## config.mk

```make
export PLATFORM = sky130hd
export DESIGN_NAME = fh64bi_front
export DESIGN_NICKNAME = d
export VERILOG_FILES = /design/src/rtl/fh64bi_pkg.sv /design/src/rtl/fh64bi_front.sv
export SDC_FILE = /design/constraint.sdc
export NUM_CORES = 1
export LEC_CHECK = 0
export ABC_AREA = 1
export BUFFER_PORTS_ARGS = -buffer_cell sky130_fd_sc_hd__buf_2
export CORE_ASPECT_RATIO = 0.75
export CORE_UTILIZATION = 59
export CTS_BUF_LIST = sky130_fd_sc_hd__clkbuf_8
export CTS_CLUSTER_DIAMETER = 30
export CTS_CLUSTER_SIZE = 8
export DETAILED_ROUTE_END_ITERATION = 10
export PLACE_DENSITY = 0.88
export SYNTH_ARGS = -nofsm -noshare
export SYNTH_HDL_FRONTEND = slang
export SYNTH_SLANG_ARGS = --single-unit
```

## constraint.sdc

```tcl
create_clock -name clk -period 9.43 [get_ports clk]
set_input_delay 0 -clock clk [delete_from_list [all_inputs] [get_ports clk]]
set_output_delay 0 -clock clk [all_outputs]
set_load 0.02 [all_outputs]
```

## src/rtl/fh64bi_pkg.sv

```systemverilog
// fh64bi_pkg: constants and types shared by the fasthash64 bucket index core
// no dependencies; every module of the core refers to it by scoped names
package fh64bi_pkg;

  localparam int unsigned HashW    = 64;
  localparam int unsigned LenBits  = 32;
  localparam int unsigned BcW      = 21;
  localparam int unsigned IdxW     = 20;
  localparam int unsigned CntW     = 4;
  localparam int unsigned HalfW    = HashW / 2;

  localparam logic [HashW-1:0] HashM       = 64'h8803_55f2_1e6d_1965;
  localparam logic [HashW-1:0] MixMul      = 64'h2127_599b_f432_5c37;
  localparam logic [HashW-1:0] SeedReset   = 64'd1469598103934665603;
  localparam logic [BcW-1:0]   BucketReset = 21'd1024;
  localparam logic [BcW-1:0]   BucketMax   = 21'd1048576;
  localparam int unsigned      MixShiftA   = 23;
  localparam int unsigned      MixShiftB   = 47;

  localparam int unsigned ModBitsPerStep = 2;
  localparam int unsigned ModSteps       = HashW / ModBitsPerStep;

  localparam int unsigned QueueDepth = 2;

  typedef enum logic {
    CFG_SEED     = 1'b0,
    CFG_NBUCKETS = 1'b1
  } cfg_index_t;

  typedef struct packed {
    logic               first;
    logic               last;
    logic               has_data;
    logic [LenBits-1:0] len;
    logic [HashW-1:0]   word;
  } q_entry_t;

  function automatic logic [HashW-1:0] pre_mix(input logic [HashW-1:0] x);
    pre_mix = x ^ (x >> MixShiftA);
  endfunction

  function automatic logic [HashW-1:0] post_mix(input logic [HashW-1:0] x);
    post_mix = x ^ (x >> MixShiftB);
  endfunction

endpackage

```

## src/rtl/fh64bi_front.sv

```systemverilog
// fh64bi_front: input side of the fasthash64 core; tracks key framing,
// masks the key word and holds the words of a key in a short queue for the back end
// depends on fh64bi_pkg
module fh64bi_front (
  input  logic                            clk,
  input  logic                            rst_n,
  input  logic                            in_valid,
  output logic                            in_ready,
  input  logic                            first_word,
  input  logic [fh64bi_pkg::LenBits-1:0]  key_length,
  input  logic [fh64bi_pkg::HashW-1:0]    key_word,
  input  logic [fh64bi_pkg::CntW-1:0]     byte_count,
  input  logic                            last_word,
  output logic                            q_valid,
  output fh64bi_pkg::q_entry_t            q_head,
  input  logic                            q_pop
);

  localparam int unsigned PtrW = $clog2(fh64bi_pkg::QueueDepth);
  localparam int unsigned FillW = $clog2(fh64bi_pkg::QueueDepth + 1);
  localparam int unsigned Bytes = fh64bi_pkg::HashW / 8;

  fh64bi_pkg::q_entry_t mem_r [fh64bi_pkg::QueueDepth];
  logic [PtrW-1:0]  wr_ptr_r, wr_ptr_nxt;
  logic [PtrW-1:0]  rd_ptr_r, rd_ptr_nxt;
  logic [FillW-1:0] fill_r, fill_nxt;
  logic             in_key_r, in_key_nxt;
  logic             accept;
  logic             push;
  logic             do_pop;
  logic [fh64bi_pkg::HashW-1:0] word_masked;
  fh64bi_pkg::q_entry_t new_entry;

  assign in_ready = (fill_r != FillW'(fh64bi_pkg::QueueDepth));
  assign accept   = in_valid & in_ready;
  assign push     = accept & (first_word | in_key_r);
  assign q_valid  = (fill_r != '0);
  assign do_pop   = q_pop & q_valid;
  assign q_head   = mem_r[rd_ptr_r];

  // byte lanes at or above the valid count read as zero
  always_comb begin
    for (int i = 0; i < Bytes; i++) begin
      if ((byte_count > fh64bi_pkg::CntW'(i)))
        word_masked[i*8 +: 8] = key_word[i*8 +: 8];
      else
        word_masked[i*8 +: 8] = 8'h00;
    end
  end

  always_comb begin
    new_entry.first    = first_word;
    new_entry.last     = last_word;
    new_entry.has_data = (byte_count != '0);
    new_entry.len      = key_length;
    new_entry.word     = word_masked;
  end

  always_comb begin
    wr_ptr_nxt = wr_ptr_r;
    rd_ptr_nxt = rd_ptr_r;
    fill_nxt   = fill_r;
    in_key_nxt = in_key_r;
    if (push) begin
      wr_ptr_nxt = (wr_ptr_r == PtrW'(fh64bi_pkg::QueueDepth - 1)) ? '0 : wr_ptr_r + 1'b1;
      in_key_nxt = ~last_word;
    end
    if (do_pop) begin
      rd_ptr_nxt = (rd_ptr_r == PtrW'(fh64bi_pkg::QueueDepth - 1)) ? '0 : rd_ptr_r + 1'b1;
    end
    if (push && !do_pop) begin
      fill_nxt = fill_r + 1'b1;
    end else if (!push && do_pop) begin
      fill_nxt = fill_r - 1'b1;
    end
  end

  always_ff @(posedge clk) begin
    if (!rst_n) begin
      wr_ptr_r <= '0;
      rd_ptr_r <= '0;
      fill_r   <= '0;
      in_key_r <= 1'b0;
    end else begin
      wr_ptr_r <= wr_ptr_nxt;
      rd_ptr_r <= rd_ptr_nxt;
      fill_r   <= fill_nxt;
      in_key_r <= in_key_nxt;
    end
  end

  always_ff @(posedge clk) begin
    if (push) begin
      mem_r[wr_ptr_r] <= new_entry;
    end
  end

endmodule

```

Yosys cells after proc, flatten, opt, wreduce, memory -nomap -nowiden
Memories as Yosys holds them, arrays and structs flattened. A register that Yosys moved wholly into a read port is not among the register bits.
Cells that the tools add are included.
{"block": "op_classes", "n_addsub": 4, "magnitude_cmp": 8, "n_eq_ne": 1, "muxes": 16, "bitwise_logic": 5, "n_reduce_logical": 7}
{"cell": "two-way mux 8 bit", "n": 8}
{"cell": "> comparator 4 x 3 -> 1 bit, second input constant", "n": 4}
{"cell": "> comparator 4 x 1 -> 1 bit, second input constant", "n": 2}
{"cell": "> comparator 4 x 2 -> 1 bit, second input constant", "n": 2}
{"cell": "two-way mux 1 bit", "n": 6}
{"cell": "two-way mux 2 bit", "n": 2}
{"cell": "nonzero test 2 bit", "n": 2}
{"cell": "nonzero test 4 bit", "n": 1}
{"cell": "bitwise AND 1 bit", "n": 3}
{"cell": "adder 1 bit, second input constant", "n": 2}
{"cell": "adder 2 x 1 -> 2 bit, second input constant", "n": 1}
{"cell": "logical AND 1 bit", "n": 2}
{"cell": "logical NOT 1 bit", "n": 2}
{"cell": "inequality test 2 bit, second input constant", "n": 1}
{"cell": "subtractor 2 x 1 -> 2 bit, second input constant", "n": 1}
{"cell": "NOT 1 bit", "n": 1}
{"cell": "OR 1 bit", "n": 1}
{"block": "totals", "ff_bits": 5, "mem_bits_rw": 198, "inputBits": 106, "out_inout_bits": 101, "mem_count": 1}
{"memory": "mem_r", "depth": 2, "word_bits": 99, "read_ports": 1, "rd_ports_with_merged_regs": 1, "write_ports": 1, "line_no": "fh64bi_front.sv:23", "text": "fh64bi_pkg::q_entry_t mem_r [fh64bi_pkg::QueueDepth];"}

Longest topological paths before layout
Gate-level depths: netlist of the first run.
{"block": "depth", "depth_word": 7, "mapped_depth": 11}

Worst setup path after synthesis of the first run
No wires, ideal clock.
{"block": "synth_timing", "kind": "register to register", "from": "reg fill_r[0]", "to": "mem mem_r[0][0] in the netlist's numbering (enable)", "arrival_ps": 4938, "t_required_ps": 8872, "slack_ps": 3934, "stages_incl_launch_ff": 5, "cell_sequence": "dfxtp_1 -> inv_1 -> nand2_1 -> nand3_1 -> nor2_1"}
{"block": "synth_via", "elab_chain_cells": 5}
{"item": "start: declaration", "line_no": "fh64bi_front.sv:26", "text": "logic [FillW-1:0] fill_r, fill_nxt;"}
{"item": "start signal: assignment", "line_no": "fh64bi_front.sv:87", "text": "fill_r <= fill_nxt;"}
{"item": "inequality test 2 bit", "line_no": "fh64bi_front.sv:34", "text": "assign in_ready = (fill_r != FillW'(fh64bi_pkg::QueueDepth));"}
{"item": "net in_ready", "line_no": "fh64bi_front.sv:8", "text": "output logic in_ready,"}
{"item": "bitwise AND 1 bit", "line_no": "fh64bi_front.sv:35", "text": "assign accept = in_valid & in_ready;"}
{"item": "bitwise AND 1 bit", "line_no": "fh64bi_front.sv:36", "text": "assign push = accept & (first_word | in_key_r);"}
{"item": "two-way mux 1 bit", "line_no": "fh64bi_front.sv:93", "text": "if (push) begin"}
{"item": "two-way mux 1 bit (implied by the code)", "line_no": "fh64bi_front.sv:94", "text": "mem_r[wr_ptr_r] <= new_entry;"}
{"item": "end: declaration", "line_no": "fh64bi_front.sv:23"}
The timed path passes the listed nets, and every way through them passes these cells.

Worst setup path after layout of the first run
{"block": "layout_timing", "from": "reg fill_r[0]", "to": "mem mem_r[0][31] in the netlist's numbering (enable)"}
{"block": "layout_via", "elab_chain_cells": 5}
{"item": "inequality test 2 bit", "line_no": "fh64bi_front.sv:34"}
{"item": "bitwise AND 1 bit", "line_no": "fh64bi_front.sv:35"}
{"item": "bitwise AND 1 bit", "line_no": "fh64bi_front.sv:36"}
{"item": "two-way mux 1 bit", "line_no": "fh64bi_front.sv:93"}
{"item": "two-way mux 1 bit (implied by the code)", "line_no": "fh64bi_front.sv:94"}
Every way passes these cells.

==> flow_summary.ini, run 1 <==
[min_path]
hp-class = in -> reg
whs_endpoint = mem_r[1][62]
whs_path_depth = 3
hold_path_startpoint = byte_count[3]

[critical_path]
path_max_fanout = 50
crit_required_ps = 9530
critPathCaptureType = flop
reg2regPathDepth = 6
r2r_start = fill_r[0]
cp.buffers_inverters = 3
cp_top_family = buffers and inverters
rrSetupSlack_ps = 6760
crit_type = reg -> reg
critPathArrivalTime_ps = 2760
cp_common_cell = buf_4
max_stage_delay_ps = 680
r2r-end = mem_r[0][31]
crit_slowest_cell = buf_4
crit_path_start_kind = flop
crit_chain = inv_1 -> nand2_1 -> nand3_1 -> nor2_4 -> buf_4 -> buf_4

[pwr]
clkPwrFrac = 0.293
intPower_mw = 1.738
switching_share = 0.2987
p_leak_nw = 4.539
p_switching_uw = 740.0
cellPowerDensity_nw_per_um2 = 227.8
power_frac_comb = 0.245
ir_drop_mv = 0.1832
seqPwrFrac = 0.463

[die]
core-area_um2 = 13110
die_area_um2 = 14080
row_count = 36
ioPinCount = 207
die_h_um = 103.0
initial_utilization = 0.6124
die_x_um = 136.7

[drt]
top_layer = met4
drc = 0
route.layer.met1.wl_um = 7156
wl_met3_um = 1919
vias = 5379
drtPass1Iterations = 4
wl_per_cell_um = 19.18
wirelength_um = 19660
wl_met2_um = 10090
drtIter0Drc = 339
ant_nets = 0
vias_per_cell = 5.248

[finish]
antennaDiodeCount = 0
nFillCells = 628
drive_gt1_frac = 0.4169
layout_common_cells = 206 x buf_2, 198 x edfxtp_1, 102 x dlygate4sd3_1
layout_commonest_cell = buf_2
syn2layout_area_growth_pct = 35.52
nNetsFinal = 941

[synthesis]
postSynthAreaPerCell_um2 = 16.15
synth_cell_types = 19
netlist_area_um2 = 8028
synth_seq_cells = 204
synth_cells = 497
syn_nets = 604
yosysSeqAreaShare = 0.7556
yosysWarnings = 0

[timing]
worst_slack_ps = 6764
fmax_mhz = 375.1
fin_crit_sh = 0.2827
final_max_slew_viol_count = 0
rsz0062_at_grt = no
relSlewSlack = 0.3182
setup_viol = 0
fin_setup_tns_ps = 0
finClkSkew_ps = 19.31
finalCriticalPeriod_ps = 2666
worstMarginPinSlew_ps = 1018
finalHoldViolations = 0

[clock_network]
cts-root-buf = clkbuf_8
clock_sinks = 204
cts_buffer_depth = 3
cts_tree = done
cts_setup_buffers = 0
cts_buffers = 35
worstSkewPairLatency_ps = 490
clk_pin_slew_worst_paths_ps = 70
htreeDepth = 2

[placement]
dp_slack_ps = 6844
port-buffer-count = 206
hpwl_um = 10270
gp_congestion = 0.8042

[flow_run]
drv_cap = 0

[run_status]
status = complete, no violations

[global_routing]
grt_use_total = 0.2783
grt_first_pass_wirelength_um = 28770
grt_max_degree = 52
grt_pass1_vias = 5664
grt.overflow.total = 0
antenna_found_initial = 0
## cells in the mapped netlist
master	instances	area, um2
nand3_1	2	10.01
edfxtp_1	198	5946
dfxtp_1	6	120.1
mux2_2	89	1002
nor2_1	64	240.2
o21a_1	1	7.510
a31oi_1	1	6.260
buf_6	3	33.78
nand4_1	3	18.77
inv_1	81	304.0
or2_2	1	6.260
ha_1	1	12.51
mux2_4	10	150.1
o21ai_0	1	5.000
nor2_2	1	6.260
nand2_1	22	82.58
a21oi_4	1	16.27
a21oi_1	3	15.01
buf_2	9	45.04
## state kept, by name (all words and copies together) (netlist names), named ones only
signal and cells:
mem_r 198, fill_r 2, in_key_r 1, rd_ptr_r 1, wr_ptr_r 1
## through the flow
step / utilization / area, um2 / hold WS (ps) / power [mW] / std cells
floorplan: - / 8028 / 98.87 / 1.550 / 497
finish: 0.8300 / 10880 / 43.22 / 2.478 / 1025
CTS: 0.8300 / 10880 / 9.901 / 2.462 / 1025
global route: 0.8300 / 10880 / 56.31 / 2.563 / 1025
global placement: 0.7048 / 9238 / 189.5 / 1.694 / 866
detailed placement: 0.7048 / 9238 / 191.3 / 1.718 / 866
## kinds of logic after synthesis
logic type      count (synthesis)  synth area share
compound gates                  7          0.006235
flops                         204            0.7556
mux                            99            0.1435
simple gates                   93           0.04536
fa+ha+maj                       1          0.001558
buf+inv                        93           0.04769
## how the worst max path moves through the flow
stage | cells past startpoint | from | slack [ps] | end
3_5_place_dp | 6 | fill_r[0] | 6840 | mem_r[0][39]
2_1_floorplan | 4 | fill_r[0] | 3930 | mem_r[0][0]
4_1_cts | 3 | flop | 6800 | q_head[92]
5_1_grt | 6 | fill_r[0] | 6670 | mem_r[0][50]
3_3_place_gp | 6 | fill_r[0] | 7040 | mem_r[0][53]
6_report | 6 | fill_r[0] | 6760 | mem_r[0][31]
## metal layers
layer  global-route usage  vias up
li1                     -     2424
met1               0.3155     2605
met2               0.5025      301
met3              0.08456       49
met4              0.09915        0
met5                    0        -
## power groups by stage
stage | combinational [mW] | clock [mW] | sequential [mW]
6_report | 0.606 | 0.725 | 1.15
2_1_floorplan | 0.408 | 0 | 1.14
3_5_place_dp | 0.554 | 0 | 1.16
5_1_grt | 0.642 | 0.767 | 1.15
4_1_cts | 0.592 | 0.724 | 1.15
3_3_place_gp | 0.538 | 0 | 1.16
## repair_timing
| action | CTS | global route |
|---|---|---|
| hold buffers | 102 | 0 |
| endpoints found under the hold margin | 202 | 0 |
| resized for setup | 0 | 0 |
## worst min-delay path: stages
cell and delay [ps]:
buf_2 210, nand2_1 100, inv_1 40
## area by class of cell
class	count	area, um2	share of cell area
multi-input combinational	200	1587	0.1458
clock inverter	20	111.4	0.01024
sequential	204	6070	0.5579
inverter	81	306.5	0.02818
timing repair buffer	312	2082	0.1914
tap	171	214.0	0.01967
clock buffer	37	509.2	0.04681
Note: power is estimated with default switching activity, not from simulation.
==> run 2: changes to the inputs <==
- ABC_AREA: 1 -> 0
- CORE_UTILIZATION: 59 -> 49
- PLACE_DENSITY: 0.88 -> 0.78
- clock period: 9.43 -> 2.3 ns (I/O delays scaled with it)
==> flow_summary.ini, run 2 <==
[global_routing]
grt_use_total = 0.2072
grt_max_degree = 53
grt.overflow.total = 0
grt_first_pass_wirelength_um = 26280
antenna_found_initial = 0
grt_pass1_vias = 5251

[placement]
placed_cells = 822
port-buffer-count = 206
dp_slack_ps = 659.6
gp_congestion = 0.8022
hpwl_um = 10330

[synthesis]
yosys-top-cells-count = 198 x edfxtp_1, 99 x mux2_2, 40 x nor2b_1, 10 x buf_2
async_reset_ff_frac = 0
synthMuxAreaShare = 0.1414
postSynthAreaPerCell_um2 = 19.19
synth_seq_cells = 204
yosys.area_share.simple = 0.06679
syn_nets = 518
synth_compound_gate_area_share = 0.008567
synth_cells = 411
synth_cell_types = 27
synthAdderAreaFrac = 0.001587
yosysMostFrequentCell = edfxtp_1
synth-xor-area-share = 0.003332
yosys.area.top_type = edfxtp_1
netlist.area_leader.share = 0.7539
ys.flop_type = edfxtp_1
synth_top_family_by_area = multiplexers
synth_edf_count = 198
netlist_area_um2 = 7886
yosysSeqAreaShare = 0.7692
synth_area_leaders = edfxtp_1 75%, mux2_2 14%, nor2b_1 3.2%
yosysWarnings = 0

[finish]
nNetsFinal = 865
drive_gt1_frac = 0.4897
layout_commonest_cell = buf_2
final_cells = 983
regMostFlops = mem_r
reg_top3 = mem_r x198, fill_r x2
layout_common_cells = 206 x buf_2, 198 x edfxtp_1, 103 x dlygate4sd3_1
nFillCells = 992
syn2layout_area_growth_pct = 40.03
multiInputGateArea_um2 = 1770
largest_register_ffs = 198
antennaDiodeCount = 0
ff_latch_area_um2 = 6071
fin_util = 0.7139

[timing]
final_max_slew_viol_count = 0
rsz0062_at_grt = no
holdWs_ps = 32.51
setup_viol = 0
relSlewSlack = 0.4498
finalHoldViolations = 0
finClkSkew_ps = 23.74
finalCriticalPeriod_ps = 2070
worst_slack_ps = 229.8
worstMarginPinSlew_ps = 821.5
fin_crit_sh = 0.9001
fin_setup_tns_ps = 0
fmax_mhz = 483.0

[critical_path]
crit_type = reg -> out
crit_path_start_kind = flop
max_stage_delay_ps = 720
crit_chain = buf_4 -> mux2_2 -> buf_2
critPathCaptureType = output port
crit_required_ps = 2300
path_max_fanout = 39
r2r_start = in_key_r
rrSetupSlack_ps = 630
critPathArrivalTime_ps = 2070
r2r-end = fill_r[1]
crit_slowest_cell = dfxtp_4
reg2regPathDepth = 5
worstSetupEndpoint = q_head[95]

[clock_network]
htreeDepth = 2
clk_pin_slew_worst_paths_ps = 60
cts_buffers = 36
cts_tree = done
clock_sinks = 204
cts-root-buf = clkbuf_8
worstSkewPairLatency_ps = 490
cts_buffer_depth = 3
cts_setup_buffers = 0

[drt]
wl_met3_um = 1527
wl_met2_um = 8776
drtPass1Iterations = 4
top_layer = met4
drtIter0Drc = 221
wl_per_cell_um = 17.62
vias_per_cell = 4.914
ant_nets = 0
route.layer.met1.wl_um = 6735
vias = 4830
wirelength_um = 17320
drc = 0

[die]
core-area_um2 = 15470
die_h_um = 111.9
ioPinCount = 207
die_area_um2 = 16610
initial_utilization = 0.5098
row_count = 39
die_x_um = 148.5

[flow_run]
drv_cap = 0

[pwr]
ir_drop_mv = 0.6184
p_leak_nw = 4.234
cellPowerDensity_nw_per_um2 = 1024

[run_status]
status = complete, no violations

[min_path]
hp-class = in -> reg
whs_path_depth = 3
==> run 2: through the flow <==
step | cell area (um2) | power, mW
final | 11040 | 11.31
after global routing | 11040 | 11.78
after CTS | 11040 | 11.39
after detailed placement | 9314 | 8.006
after global placement | 9314 | 7.939
after floorplan | 7906 | 6.942
==> run 2: worst min-delay path by stage <==
| stage | slack (ps) | startpoint | to |
|---|---|---|---|
| floorplan | 100 | key_length[0] | mem_r[0][64] |
| global placement | 190 | key_length[21] | mem_r[1][85] |
| detailed placement | 190 | key_length[7] | mem_r[1][71] |
| CTS | 10 | byte_count[1] | mem_r[1][96] |
| global route | 40 | byte_count[1] | mem_r[1][96] |
| finish | 30 | byte_count[1] | mem_r[1][96] |
==> run 2: cell type report <==
type	instances	share of cell area
tap	205	0.02323
clock buffer	38	0.04736
inverter	2	0.0006798
clock inverter	20	0.01586
multi-input combinational	193	0.1603
timing repair buffer	321	0.2028
sequential	204	0.5497
==> run 2: per-layer routing <==
layer,vias up,track usage
met4,0,0.06873
li1,2266,-
met2,219,0.3648
met5,-,0
met1,2320,0.2407
met3,25,0.06230
==> run 2: cell families after synthesis <==
logic type      after synthesis
xor+xnor                      3
flops                       204
compound gates               11
buf+inv                      14
simple gates                 79
mux                          99
fa+ha+maj                     1
==> run 2: what timing repair did <==
| action | 4_1_cts | 5_1_grt |
|---|---|---|
| resized for setup | 0 | 0 |
| hold endpoints to repair | 204 | 0 |
| hold buffers | 103 | 0 |
| endpoints found under the setup margin | 0 | 0 |
==> run 2: power by group <==
group          leakage (nW)  switching [mW]  internal, mW
clock network         0.382            1.36          1.86
registers              1.88           0.233          4.59
logic                  1.97            1.81          1.45
total                  4.23            3.41          7.90
==> run 2: worst max-delay path, delay by kind of cell (launching register included) <==
family / cells / cell delay (ps)
flops: 1 / 720
buf+inv: 2 / 480
mux: 1 / 350
