[src/rtl/fh64bi_pkg.sv]
// fh64bi_pkg: constants and types shared by the fasthash64 bucket index core
// no dependencies; every module of the core refers to it by scoped names
package fh64bi_pkg;

  localparam int unsigned HashW    = 64;
  localparam int unsigned LenBits  = 32;
  localparam int unsigned BcW      = 21;
  localparam int unsigned IdxW     = 20;
  localparam int unsigned CntW     = 4;
  localparam int unsigned HalfW    = HashW / 2;

  localparam logic [HashW-1:0] HashM       = 64'h8803_55f2_1e6d_1965;
  localparam logic [HashW-1:0] MixMul      = 64'h2127_599b_f432_5c37;
  localparam logic [HashW-1:0] SeedReset   = 64'd1469598103934665603;
  localparam logic [BcW-1:0]   BucketReset = 21'd1024;
  localparam logic [BcW-1:0]   BucketMax   = 21'd1048576;
  localparam int unsigned      MixShiftA   = 23;
  localparam int unsigned      MixShiftB   = 47;

  localparam int unsigned ModBitsPerStep = 2;
  localparam int unsigned ModSteps       = HashW / ModBitsPerStep;

  localparam int unsigned QueueDepth = 2;

  typedef enum logic {
    CFG_SEED     = 1'b0,
    CFG_NBUCKETS = 1'b1
  } cfg_index_t;

  typedef struct packed {
    logic               first;
    logic               last;
    logic               has_data;
    logic [LenBits-1:0] len;
    logic [HashW-1:0]   word;
  } q_entry_t;

  function automatic logic [HashW-1:0] pre_mix(input logic [HashW-1:0] x);
    pre_mix = x ^ (x >> MixShiftA);
  endfunction

  function automatic logic [HashW-1:0] post_mix(input logic [HashW-1:0] x);
    post_mix = x ^ (x >> MixShiftB);
  endfunction

endpackage

[src/rtl/fh64bi_mul.sv]
// fh64bi_mul: registered 64 x 64 multiplier keeping the low 64 bits of the product
// depends on fh64bi_pkg
module fh64bi_mul (
  input  logic                          clk,
  input  logic                          rst_n,
  input  logic                          start,
  input  logic [fh64bi_pkg::HashW-1:0]  a,
  input  logic [fh64bi_pkg::HashW-1:0]  b,
  output logic                          done,
  output logic [fh64bi_pkg::HashW-1:0]  product
);

  localparam int unsigned H = fh64bi_pkg::HalfW;

  logic                          busy_r;
  logic                          done_r;
  logic [fh64bi_pkg::HashW-1:0]  p0_r;
  logic [H-1:0]                  cross_r;
  logic [H-1:0]                  a_hi_r;
  logic [H-1:0]                  b_lo_r;
  logic [fh64bi_pkg::HashW-1:0]  prod_r;
  logic [fh64bi_pkg::HashW-1:0]  pp_ll;
  logic [H-1:0]                  pp_lh;
  logic [H-1:0]                  pp_hl;
  logic [H-1:0]                  cross_sum;

  assign pp_ll     = a[H-1:0] * b[H-1:0];
  assign pp_lh     = a[H-1:0] * b[2*H-1:H];
  assign pp_hl     = a_hi_r * b_lo_r;
  assign cross_sum = cross_r + pp_hl;

  always_ff @(posedge clk) begin
    if (!rst_n) begin
      busy_r <= 1'b0;
      done_r <= 1'b0;
    end else begin
      busy_r <= start;
      done_r <= busy_r;
    end
  end

  always_ff @(posedge clk) begin
    if (start) begin
      p0_r    <= pp_ll;
      cross_r <= pp_lh;
      a_hi_r  <= a[2*H-1:H];
      b_lo_r  <= b[H-1:0];
    end
    if (busy_r) begin
      prod_r <= p0_r + {cross_sum, {H{1'b0}}};
    end
  end

  assign done    = done_r;
  assign product = prod_r;

endmodule

[src/rtl/fh64bi_mod.sv]
// fh64bi_mod: iterative remainder of a 64-bit hash by a bucket count,
// fh64bi_pkg::ModBitsPerStep quotient bits per cycle; depends on fh64bi_pkg
module fh64bi_mod (
  input  logic                          clk,
  input  logic                          rst_n,
  input  logic                          start,
  input  logic [fh64bi_pkg::HashW-1:0]  dividend,
  input  logic [fh64bi_pkg::BcW-1:0]    divisor,
  output logic                          done,
  output logic [fh64bi_pkg::IdxW-1:0]   remainder
);

  localparam int unsigned StepW = $clog2(fh64bi_pkg::ModSteps);
  localparam int unsigned RemW  = fh64bi_pkg::BcW;

  logic                          busy_r;
  logic                          done_r;
  logic [StepW-1:0]              step_r;
  logic [RemW-1:0]               rem_r, rem_nxt;
  logic [fh64bi_pkg::HashW-1:0]  dvd_r, dvd_nxt;
  logic [RemW-1:0]               dsr_r;

  always_comb begin
    logic [RemW:0] t;
    rem_nxt = rem_r;
    dvd_nxt = dvd_r;
    for (int i = 0; i < fh64bi_pkg::ModBitsPerStep; i++) begin
      t = {rem_nxt, dvd_nxt[fh64bi_pkg::HashW-1]};
      dvd_nxt = {dvd_nxt[fh64bi_pkg::HashW-2:0], 1'b0};
      if (t >= {1'b0, dsr_r}) begin
        t = t - {1'b0, dsr_r};
      end
      rem_nxt = t[RemW-1:0];
    end
  end

  always_ff @(posedge clk) begin
    if (!rst_n) begin
      busy_r <= 1'b0;
      done_r <= 1'b0;
      step_r <= '0;
    end else begin
      done_r <= 1'b0;
      if (start) begin
        busy_r <= 1'b1;
        step_r <= '0;
      end else if (busy_r) begin
        step_r <= step_r + 1'b1;
        if (step_r == StepW'(fh64bi_pkg::ModSteps - 1)) begin
          busy_r <= 1'b0;
          done_r <= 1'b1;
        end
      end
    end
  end

  always_ff @(posedge clk) begin
    if (start) begin
      rem_r <= '0;
      dvd_r <= dividend;
      dsr_r <= divisor;
    end else if (busy_r) begin
      rem_r <= rem_nxt;
      dvd_r <= dvd_nxt;
    end
  end

  assign done      = done_r;
  assign remainder = rem_r[fh64bi_pkg::IdxW-1:0];

endmodule

[src/rtl/fh64bi_back.sv]
// fh64bi_back: sequencer that runs the fasthash64 rounds on queued words,
// applies the closing mix and reduces to a bucket index
// depends on fh64bi_pkg, fh64bi_mul and fh64bi_mod
module fh64bi_back (
  input  logic                          clk,
  input  logic                          rst_n,
  input  logic                          q_valid,
  input  fh64bi_pkg::q_entry_t          q_head,
  output logic                          q_pop,
  input  logic [fh64bi_pkg::HashW-1:0]  seed,
  input  logic [fh64bi_pkg::BcW-1:0]    bucket_div,
  output logic                          out_valid,
  input  logic                          out_ready,
  output logic [fh64bi_pkg::HashW-1:0]  out_hash,
  output logic [fh64bi_pkg::IdxW-1:0]   out_index
);

  typedef enum logic [6:0] {
    S_IDLE = 7'b0000001,
    S_INIT = 7'b0000010,
    S_WMIX = 7'b0000100,
    S_WMUL = 7'b0001000,
    S_FMIX = 7'b0010000,
    S_MOD  = 7'b0100000,
    S_OUT  = 7'b1000000
  } state_t;

  state_t                        state_r, state_nxt;
  logic [fh64bi_pkg::HashW-1:0]  h_r, h_nxt;
  logic [fh64bi_pkg::HashW-1:0]  v_r, v_nxt;
  logic                          data_r, data_nxt;
  logic                          last_r, last_nxt;
  logic [fh64bi_pkg::HashW-1:0]  fin_r, fin_nxt;
  logic [fh64bi_pkg::IdxW-1:0]   idx_r, idx_nxt;
  logic                          out_valid_r, out_valid_nxt;
  logic [fh64bi_pkg::HashW-1:0]  out_hash_r, out_hash_nxt;
  logic [fh64bi_pkg::IdxW-1:0]   out_index_r, out_index_nxt;

  logic                          mul_start;
  logic [fh64bi_pkg::HashW-1:0]  mul_a;
  logic [fh64bi_pkg::HashW-1:0]  mul_b;
  logic                          mul_done;
  logic [fh64bi_pkg::HashW-1:0]  mul_prod;
  logic [fh64bi_pkg::HashW-1:0]  mixed;
  logic [fh64bi_pkg::HashW-1:0]  h_init;
  logic                          mod_start;
  logic                          mod_done;
  logic [fh64bi_pkg::IdxW-1:0]   mod_rem;

  fh64bi_mul u_mul (
    .clk     (clk),
    .rst_n   (rst_n),
    .start   (mul_start),
    .a       (mul_a),
    .b       (mul_b),
    .done    (mul_done),
    .product (mul_prod)
  );

  fh64bi_mod u_mod (
    .clk       (clk),
    .rst_n     (rst_n),
    .start     (mod_start),
    .dividend  (mixed),
    .divisor   (bucket_div),
    .done      (mod_done),
    .remainder (mod_rem)
  );

  assign mixed  = fh64bi_pkg::post_mix(mul_prod);
  assign h_init = seed ^ mul_prod;

  always_comb begin
    state_nxt     = state_r;
    h_nxt         = h_r;
    v_nxt         = v_r;
    data_nxt      = data_r;
    last_nxt      = last_r;
    fin_nxt       = fin_r;
    idx_nxt       = idx_r;
    out_hash_nxt  = out_hash_r;
    out_index_nxt = out_index_r;
    out_valid_nxt = out_valid_r & ~out_ready;
    q_pop         = 1'b0;
    mul_start     = 1'b0;
    mul_a         = '0;
    mul_b         = fh64bi_pkg::HashM;
    mod_start     = 1'b0;
    case (state_r)
      S_IDLE: begin
        if (q_valid) begin
          q_pop    = 1'b1;
          v_nxt    = q_head.word;
          data_nxt = q_head.has_data;
          last_nxt = q_head.last;
          if (q_head.first) begin
            mul_start = 1'b1;
            mul_a     = {{(fh64bi_pkg::HashW - fh64bi_pkg::LenBits){1'b0}}, q_head.len};
            mul_b     = fh64bi_pkg::HashM;
            state_nxt = S_INIT;
          end else if (q_head.has_data) begin
            mul_start = 1'b1;
            mul_a     = fh64bi_pkg::pre_mix(q_head.word);
            mul_b     = fh64bi_pkg::MixMul;
            state_nxt = S_WMIX;
          end else if (q_head.last) begin
            mul_start = 1'b1;
            mul_a     = fh64bi_pkg::pre_mix(h_r);
            mul_b     = fh64bi_pkg::MixMul;
            state_nxt = S_FMIX;
          end
        end
      end
      S_INIT: begin
        if (mul_done) begin
          h_nxt = h_init;
          if (data_r) begin
            mul_start = 1'b1;
            mul_a     = fh64bi_pkg::pre_mix(v_r);
            mul_b     = fh64bi_pkg::MixMul;
            state_nxt = S_WMIX;
          end else if (last_r) begin
            mul_start = 1'b1;
            mul_a     = fh64bi_pkg::pre_mix(h_init);
            mul_b     = fh64bi_pkg::MixMul;
            state_nxt = S_FMIX;
          end else begin
            state_nxt = S_IDLE;
          end
        end
      end
      S_WMIX: begin
        if (mul_done) begin
          mul_start = 1'b1;
          mul_a     = h_r ^ mixed;
          mul_b     = fh64bi_pkg::HashM;
          state_nxt = S_WMUL;
        end
      end
      S_WMUL: begin
        if (mul_done) begin
          h_nxt = mul_prod;
          if (last_r) begin
            mul_start = 1'b1;
            mul_a     = fh64bi_pkg::pre_mix(mul_prod);
            mul_b     = fh64bi_pkg::MixMul;
            state_nxt = S_FMIX;
          end else begin
            state_nxt = S_IDLE;
          end
        end
      end
      S_FMIX: begin
        if (mul_done) begin
          fin_nxt = mixed;
          if (bucket_div == '0) begin
            idx_nxt   = '0;
            state_nxt = S_OUT;
          end else begin
            mod_start = 1'b1;
            state_nxt = S_MOD;
          end
        end
      end
      S_MOD: begin
        if (mod_done) begin
          idx_nxt   = mod_rem;
          state_nxt = S_OUT;
        end
      end
      S_OUT: begin
        if (!out_valid_r || out_ready) begin
          out_valid_nxt = 1'b1;
          out_hash_nxt  = fin_r;
          out_index_nxt = idx_r;
          state_nxt     = S_IDLE;
        end
      end
      default: begin
        state_nxt = S_IDLE;
      end
    endcase
  end

  always_ff @(posedge clk) begin
    if (!rst_n) begin
      state_r     <= S_IDLE;
      h_r         <= '0;
      data_r      <= 1'b0;
      last_r      <= 1'b0;
      out_valid_r <= 1'b0;
    end else begin
      state_r     <= state_nxt;
      h_r         <= h_nxt;
      data_r      <= data_nxt;
      last_r      <= last_nxt;
      out_valid_r <= out_valid_nxt;
    end
  end

  always_ff @(posedge clk) begin
    v_r         <= v_nxt;
    fin_r       <= fin_nxt;
    idx_r       <= idx_nxt;
    out_hash_r  <= out_hash_nxt;
    out_index_r <= out_index_nxt;
  end

  assign out_valid = out_valid_r;
  assign out_hash  = out_hash_r;
  assign out_index = out_index_r;

endmodule

[config.mk]
export PLATFORM = sky130hd
export DESIGN_NAME = fh64bi_back
export DESIGN_NICKNAME = d
export VERILOG_FILES = /design/src/rtl/fh64bi_pkg.sv /design/src/rtl/fh64bi_mul.sv /design/src/rtl/fh64bi_mod.sv /design/src/rtl/fh64bi_back.sv
export SDC_FILE = /design/constraint.sdc
export NUM_CORES = 2
export LEC_CHECK = 0
export ABC_AREA = 1
export BUFFER_PORTS_ARGS = -buffer_cell sky130_fd_sc_hd__buf_4
export CELL_PAD_IN_SITES_DETAIL_PLACEMENT = 0
export CELL_PAD_IN_SITES_GLOBAL_PLACEMENT = 2
export CORE_MARGIN = 1
export CORE_UTILIZATION = 35
export DETAILED_ROUTE_END_ITERATION = 16
export PLACE_DENSITY = 0.78
export SYNTH_ARGS = -nofsm -noshare
export SYNTH_HDL_FRONTEND = slang
export SYNTH_SLANG_ARGS = --single-unit
[constraint.sdc]
create_clock -name clk -period 27.4 [get_ports clk]
set_clock_uncertainty 0.15 [all_clocks]
set_input_delay 1.37 -clock clk [delete_from_list [all_inputs] [get_ports clk]]
set_output_delay 1.37 -clock clk [all_outputs]
set_load 0.005 [all_outputs]
# Word level (Yosys, flattened, before mapping)
# Cells that the tools add are included.
# totals
ff_bits	645
mem_bits_rw	0
rom_bits	0
memories	0
out_inout_bits	86
latch_bits	0
# op_classes
eq_ne	17
n_reduce_logical	14
n_div	0
n_mux	66
multipliers	3
bitwise_logic	12
add_sub_neg	5
n_lt_le_gt_ge	2
n_shift	0
# op_table
op	count
$mux W64	22
$xor A64 B41 Y64	5
$pmux W64 S4	1
$pmux W64 S3	1
$pmux W64 S2	1
$xor A64 B64 Y64	2
$mux W7	11
$add A64 B64 Y64	1
$mul A32 B32 Y32	2
$mul A32 B32 Y64	1
$xor A64 B17 Y64	1
$mux W20	3
$pmux W7 S7	1
$ge A22 B21 Y1	2
$mux W21	2
$sub A21 B21 Y21	2
$pmux W20 S2	1
$add A32 B32 Y32	1
$logic_not A21 Y1	1
$mux W1	20
$mux W5	2
$ne A2 B1 Y1 const B	5
$reduce_and A8 Y1	1
$eq A7 B1 Y1 const B	1
21 further kinds	29

# Longest topological paths before layout
# logic_depth
ltp_word	7
depth_mapped	44
mapped_depth_nobuf	41

# Hierarchy
# From an unflattened synthesis, not the netlist that was laid out.
# hier_totals
hier_cells	12584
area_unflattened_um2	101833.9
# by_module_without_submodules
mod	area_per_inst_um2	cells_per_inst	n_inst
fh64bi_mul	76195.6	9313	1
fh64bi_back	17590.6	2119	1
fh64bi_mod	8047.7	1152	1

# Least setup slack after synthesis
# No wires, ideal clock.
# synth_timing
path_type	input-to-reg
start	input q_head[98] in the netlist's numbering
end	register u_mul.p0_r[61] in the netlist's numbering (data pin)
arrival_time_ns	9.149
path_slack_ns	17.836
n_path_buf	5
stages	33
cell_sequence	buf_4 > inv_2 > buf_4 > buf_4 > buf_4 > clkbuf_1 > o211ai_1 > o211ai_1 > nand4_1 > nand2_1 > inv_1 > fa_1 > inv_1 > fa_1 > inv_1 > fa_1 > fa_1 > fa_1 > fa_1 > fa_1 > inv_1 > fa_1 > inv_1 > ha_1 > nand2_1 > nor2_1 > inv_1 > nor4_1 > nand2_1 > o211ai_1 > nand4_1 > o211ai_1 > xor2_1
# synth_via
elab_chain_len	4
word_cells_on_any_way	7
classes_between	mul: 1; mux: 6
# synth_lines
item	line_no	text
from (decl)	fh64bi_back.sv:8	input fh64bi_pkg::q_entry_t q_head,
$mux W64	fh64bi_back.sv:96	if (q_head.first) begin
$mux W64	fh64bi_back.sv:91	if (q_valid) begin
$pmux W64 S4 / $pmux W64 S3 (equally long branches)	fh64bi_back.sv:89	case (state_r)
$mul A32 B32 Y64 *	fh64bi_mul.sv:27	assign pp_ll = a[H-1:0] * b[H-1:0];
net u_mul.pp_ll (one bit)	fh64bi_mul.sv:22	logic [fh64bi_pkg::HashW-1:0] pp_ll;
to (signal assigned)	fh64bi_mul.sv:44	p0_r <= pp_ll;
to (decl)	fh64bi_mul.sv:17	logic [fh64bi_pkg::HashW-1:0] p0_r;
# The timed path passes the listed nets; every way through them passes the cells marked *.
# A chain may end at the register's enable or synchronous reset.

# Final worst setup path
# layout_timing
start	register last_r
end	register u_mul.p0_r[58] in the netlist's numbering (data pin)
# layout_via
elab_chain_len	5
word_cells_on_any_way	12
classes_between	mul: 1; mux: 11
# layout_lines
item	line_no	text
from (decl)	fh64bi_back.sv:32	logic last_r, last_nxt;
from (signal assigned)	fh64bi_back.sv:196	last_r <= last_nxt;
$mux W64 (on tied branches)	fh64bi_back.sv:122, fh64bi_back.sv:143	
$mux W64	fh64bi_back.sv:117	if (data_r) begin
$mux W64	fh64bi_back.sv:115	if (mul_done) begin
$pmux W64 S4 / $pmux W64 S3 (equally long branches)	fh64bi_back.sv:89	
$mul A32 B32 Y64 *	fh64bi_mul.sv:27	
net u_mul.pp_ll (one bit)	fh64bi_mul.sv:22	
# Marks and branches as above.

==> impl_metrics.py <==
metrics = {
    "detailed_routing": {
        "drc": 0,
        "first_iter_violations": 5881,
        "drt_wl_total_um": 332000,
        "avgRoutedWirePerCell_um": 28.2,
        "viasPerCell": 5.22,
        "postRouteAntennaNets": 0,
        "first_pass_iters": 6,
        "num_vias": 61400,
    },
    "floorplanning": {
        "die_w_um": 480,
        "die_area_um2": 231000,
        "ios": 274,
        "rows": 175,
        "start_util_pct": 35.2,
        "die_h_um": 480,
        "core_um2": 227000,
    },
    "synthesis": {
        "synth_enable_flop_cells": 511,
        "ys_seq_area_share_pct": 21.8,
        "synth-main-ff-cell": "edfxtp_1",
        "synth.avg_cell_area_um2": 9.55,
        "async_flop_share_pct": 0,
        "synth.distinct_cells": 69,
        "postSynthCellCount": 8382,
        "yosys.area.top_type": "fa_1",
        "synth_area_um2": 80000,
        "synth_warnings": 0,
        "synth_top_area_share_pct": 30.5,
        "synth.area.top_cells": "fa_1, edfxtp_1, ha_1",
        "synth-seq-cells": 615,
    },
    "sta": {
        "setup_viol": 0,
        "rsz0062_at_grt": "false",
        "max_freq_mhz": 85.3,
        "max_slew_margin_pct": 17.2,
        "hold_viol_final": 0,
        "tns_ns": 0,
        "fin_crit_sh_pct": 42.8,
        "drv_slew": 0,
        "period_minus_slack_ns": 11.73,
        "worst_slew_pin_slew_ns": 1.23,
    },
    "layout": {
        "fin_cells": 11800,
        "area_growth_pct": 10.7,
        "final_cell_mix": "inv_1, nand2_1, fa_1",
        "nets": 11000,
        "final_common_cell": "inv_1",
        "layout-drive-gt1-share_pct": 7.29,
        "n_fill_cell": 22900,
    },
    "clocking": {
        "ctsHtreeMaxLevel": 3,
        "cts_root_buf": "clkbuf_16",
        "clock-sinks": 615,
        "path_clk_slew_ns": 0.07,
        "cts_tree": "done",
        "clockBufferDepth": 3,
        "clkLatencyLatePin_ns": 0.70,
        "cts-buffers-inserted": 73,
        "cts_setup_buffers": 0,
        "cts_resized": 0,
        "cts_hold_buffers": 0,
    },
    "worst_setup_path": {
        "cp_slowest_stage_delay_ns": 0.70,
        "regToRegEndpoint": "u_mul.p0_r[58]",
        "cpLargestDelayFamily": "adder cells",
        "required_ns": 27.69,
        "rr_startpoint": "last_r",
        "startpoint_type": "flip-flop",
        "cp.arrival_ns": 12.02,
        "critPathCaptureType": "flip-flop",
        "crit_path_max_fanout": 29,
        "path_buf_inv": 12,
        "r2r.worst_path.cells": 36,
        "crit_slowest_cell": "inv_1",
        "r2r_slack_ns": 15.67,
        "worstSetupPathType": "reg -> reg",
        "cp_common_cell": "fa_1",
    },
    "placement": {
        "numPortBuffers": 273,
        "dp_hpwl_um": 272000,
        "place_congestion": 1.00,
        "dp_cells": 11600,
    },
    "min_path": {
        "hold_path_depth": 0,
        "hold-path-endpoint": "u_mul.product[21]",
        "holdCritPathClass": "reg -> reg",
        "hold_path_startpoint": "u_mul.p0_r[21]",
    },
    "flow_run": {
        "cap_violations": 0,
    },
    "global_routing": {
        "grt.total_usage_pct": 28.9,
        "grt_pass1_vias": 63900,
        "grt_pass1_wl_um": 471000,
        "grt-ovfl-total": 0,
        "antenna_found_initial": 21,
        "grt_max_degree": 64,
    },
    "status": {
        "status": "completed",
    },
}
## sequential cells by signal (all words and copies together), names as in the netlist, 2 cells and up
register       flops
state_r            7
u_mod.dvd_r       64
u_mul.cross_r     32
fin_r             64
u_mod.dsr_r       21
u_mul.b_lo_r       2
u_mul.product     64
idx_r             20
v_r               64
u_mod.rem_r       21
u_mul.a_hi_r      32
out_hash          64
u_mul.p0_r        64
u_mod.step_r       5
h_r               64
out_index         20
## cells by family (layout without fill, tap and decap cells)
logic type / count (synthesis) / in the layout / share of synthesized area [%]
other: 2 / 25 / 0.00939
adders and majority gates: 2151 / 2151 / 45.1
xor gates and xnor gates: 442 / 442 / 4.84
AOI/OAI and AO/OA: 1071 / 1071 / 7.78
DFF: 615 / 615 / 21.8
buffers and inverters: 2167 / 2516 / 10.3
and+or+nand+nor: 1934 / 1934 / 10.2
## worst max-delay path by stage
stage	from	end	depth (start not counted)
4_1_cts	last_r	u_mul.p0_r[58]	38
5_1_grt	last_r	u_mul.cross_r[28]	35
2_1_floorplan	q_head[98]	u_mul.p0_r[61]	33
3_3_place_gp	q_head[98]	u_mul.p0_r[48]	31
3_5_place_dp	q_head[98]	u_mul.p0_r[48]	31
6_report	last_r	u_mul.p0_r[58]	36
## area by class of cell
class	instances	area [µm²]	share of cell area, %
multi-input combinational	5620	54400	61.5
sequential	615	17400	19.7
inverter	1996	7490	8.46
tap	3009	3760	4.25
timing repair buffer	385	2890	3.26
clock buffer	92	1980	2.24
clock inverter	43	538	0.608
antenna	3	7.51	0.00848
## through the flow
stage                     util [%]  worst slack, ns  hold WS, ns  area, µm²
after global routing          39.0            15.54        0.272      88500
after floorplan                  -            17.84        0.250      80100
after global placement        37.9            15.42        0.251      86000
after CTS                     39.0            15.92        0.261      88500
final                         39.0            15.67        0.256      88600
after detailed placement      37.9            15.31        0.255      86000
## metal layers
metal  global-route usage [%]  up-vias  share of wire [%]
met1                     38.2    31100                 42
met5                        0        -              0.042
met3                     4.60      588                7.6
li1                         -    27000                  -
met4                     14.8       20                6.0
met2                     45.7     2594                 45
## cells in the mapped netlist, types with 15 or more instances
| library cell | instances |
|---|---|
| inv_1 | 1973 |
| a31o_2 | 15 |
| o21a_1 | 15 |
| dfxtp_1 | 104 |
| or2_2 | 33 |
| o22ai_1 | 45 |
| nand4_1 | 44 |
| a21oi_1 | 320 |
| o221ai_1 | 15 |
| a21o_1 | 27 |
| o21bai_1 | 25 |
| fa_1 | 1220 |
| clkbuf_1 | 94 |
| a22oi_1 | 26 |
| nand3_1 | 192 |
| inv_2 | 21 |
| a211oi_1 | 21 |
| xnor2_1 | 196 |
| xor2_1 | 246 |
| o21ai_0 | 379 |
| nand3_2 | 16 |
| nand2_1 | 1228 |
| ha_1 | 931 |
| edfxtp_1 | 511 |
| o211ai_1 | 55 |
| nor3_1 | 40 |
| buf_1 | 17 |
| a31oi_1 | 75 |
| buf_2 | 46 |
| nor2_1 | 306 |
| nor4_1 | 22 |
Power is left out: the tool's default activity adds up to more than one toggle a clock period on the data nets, which glitch-free logic cannot reach.
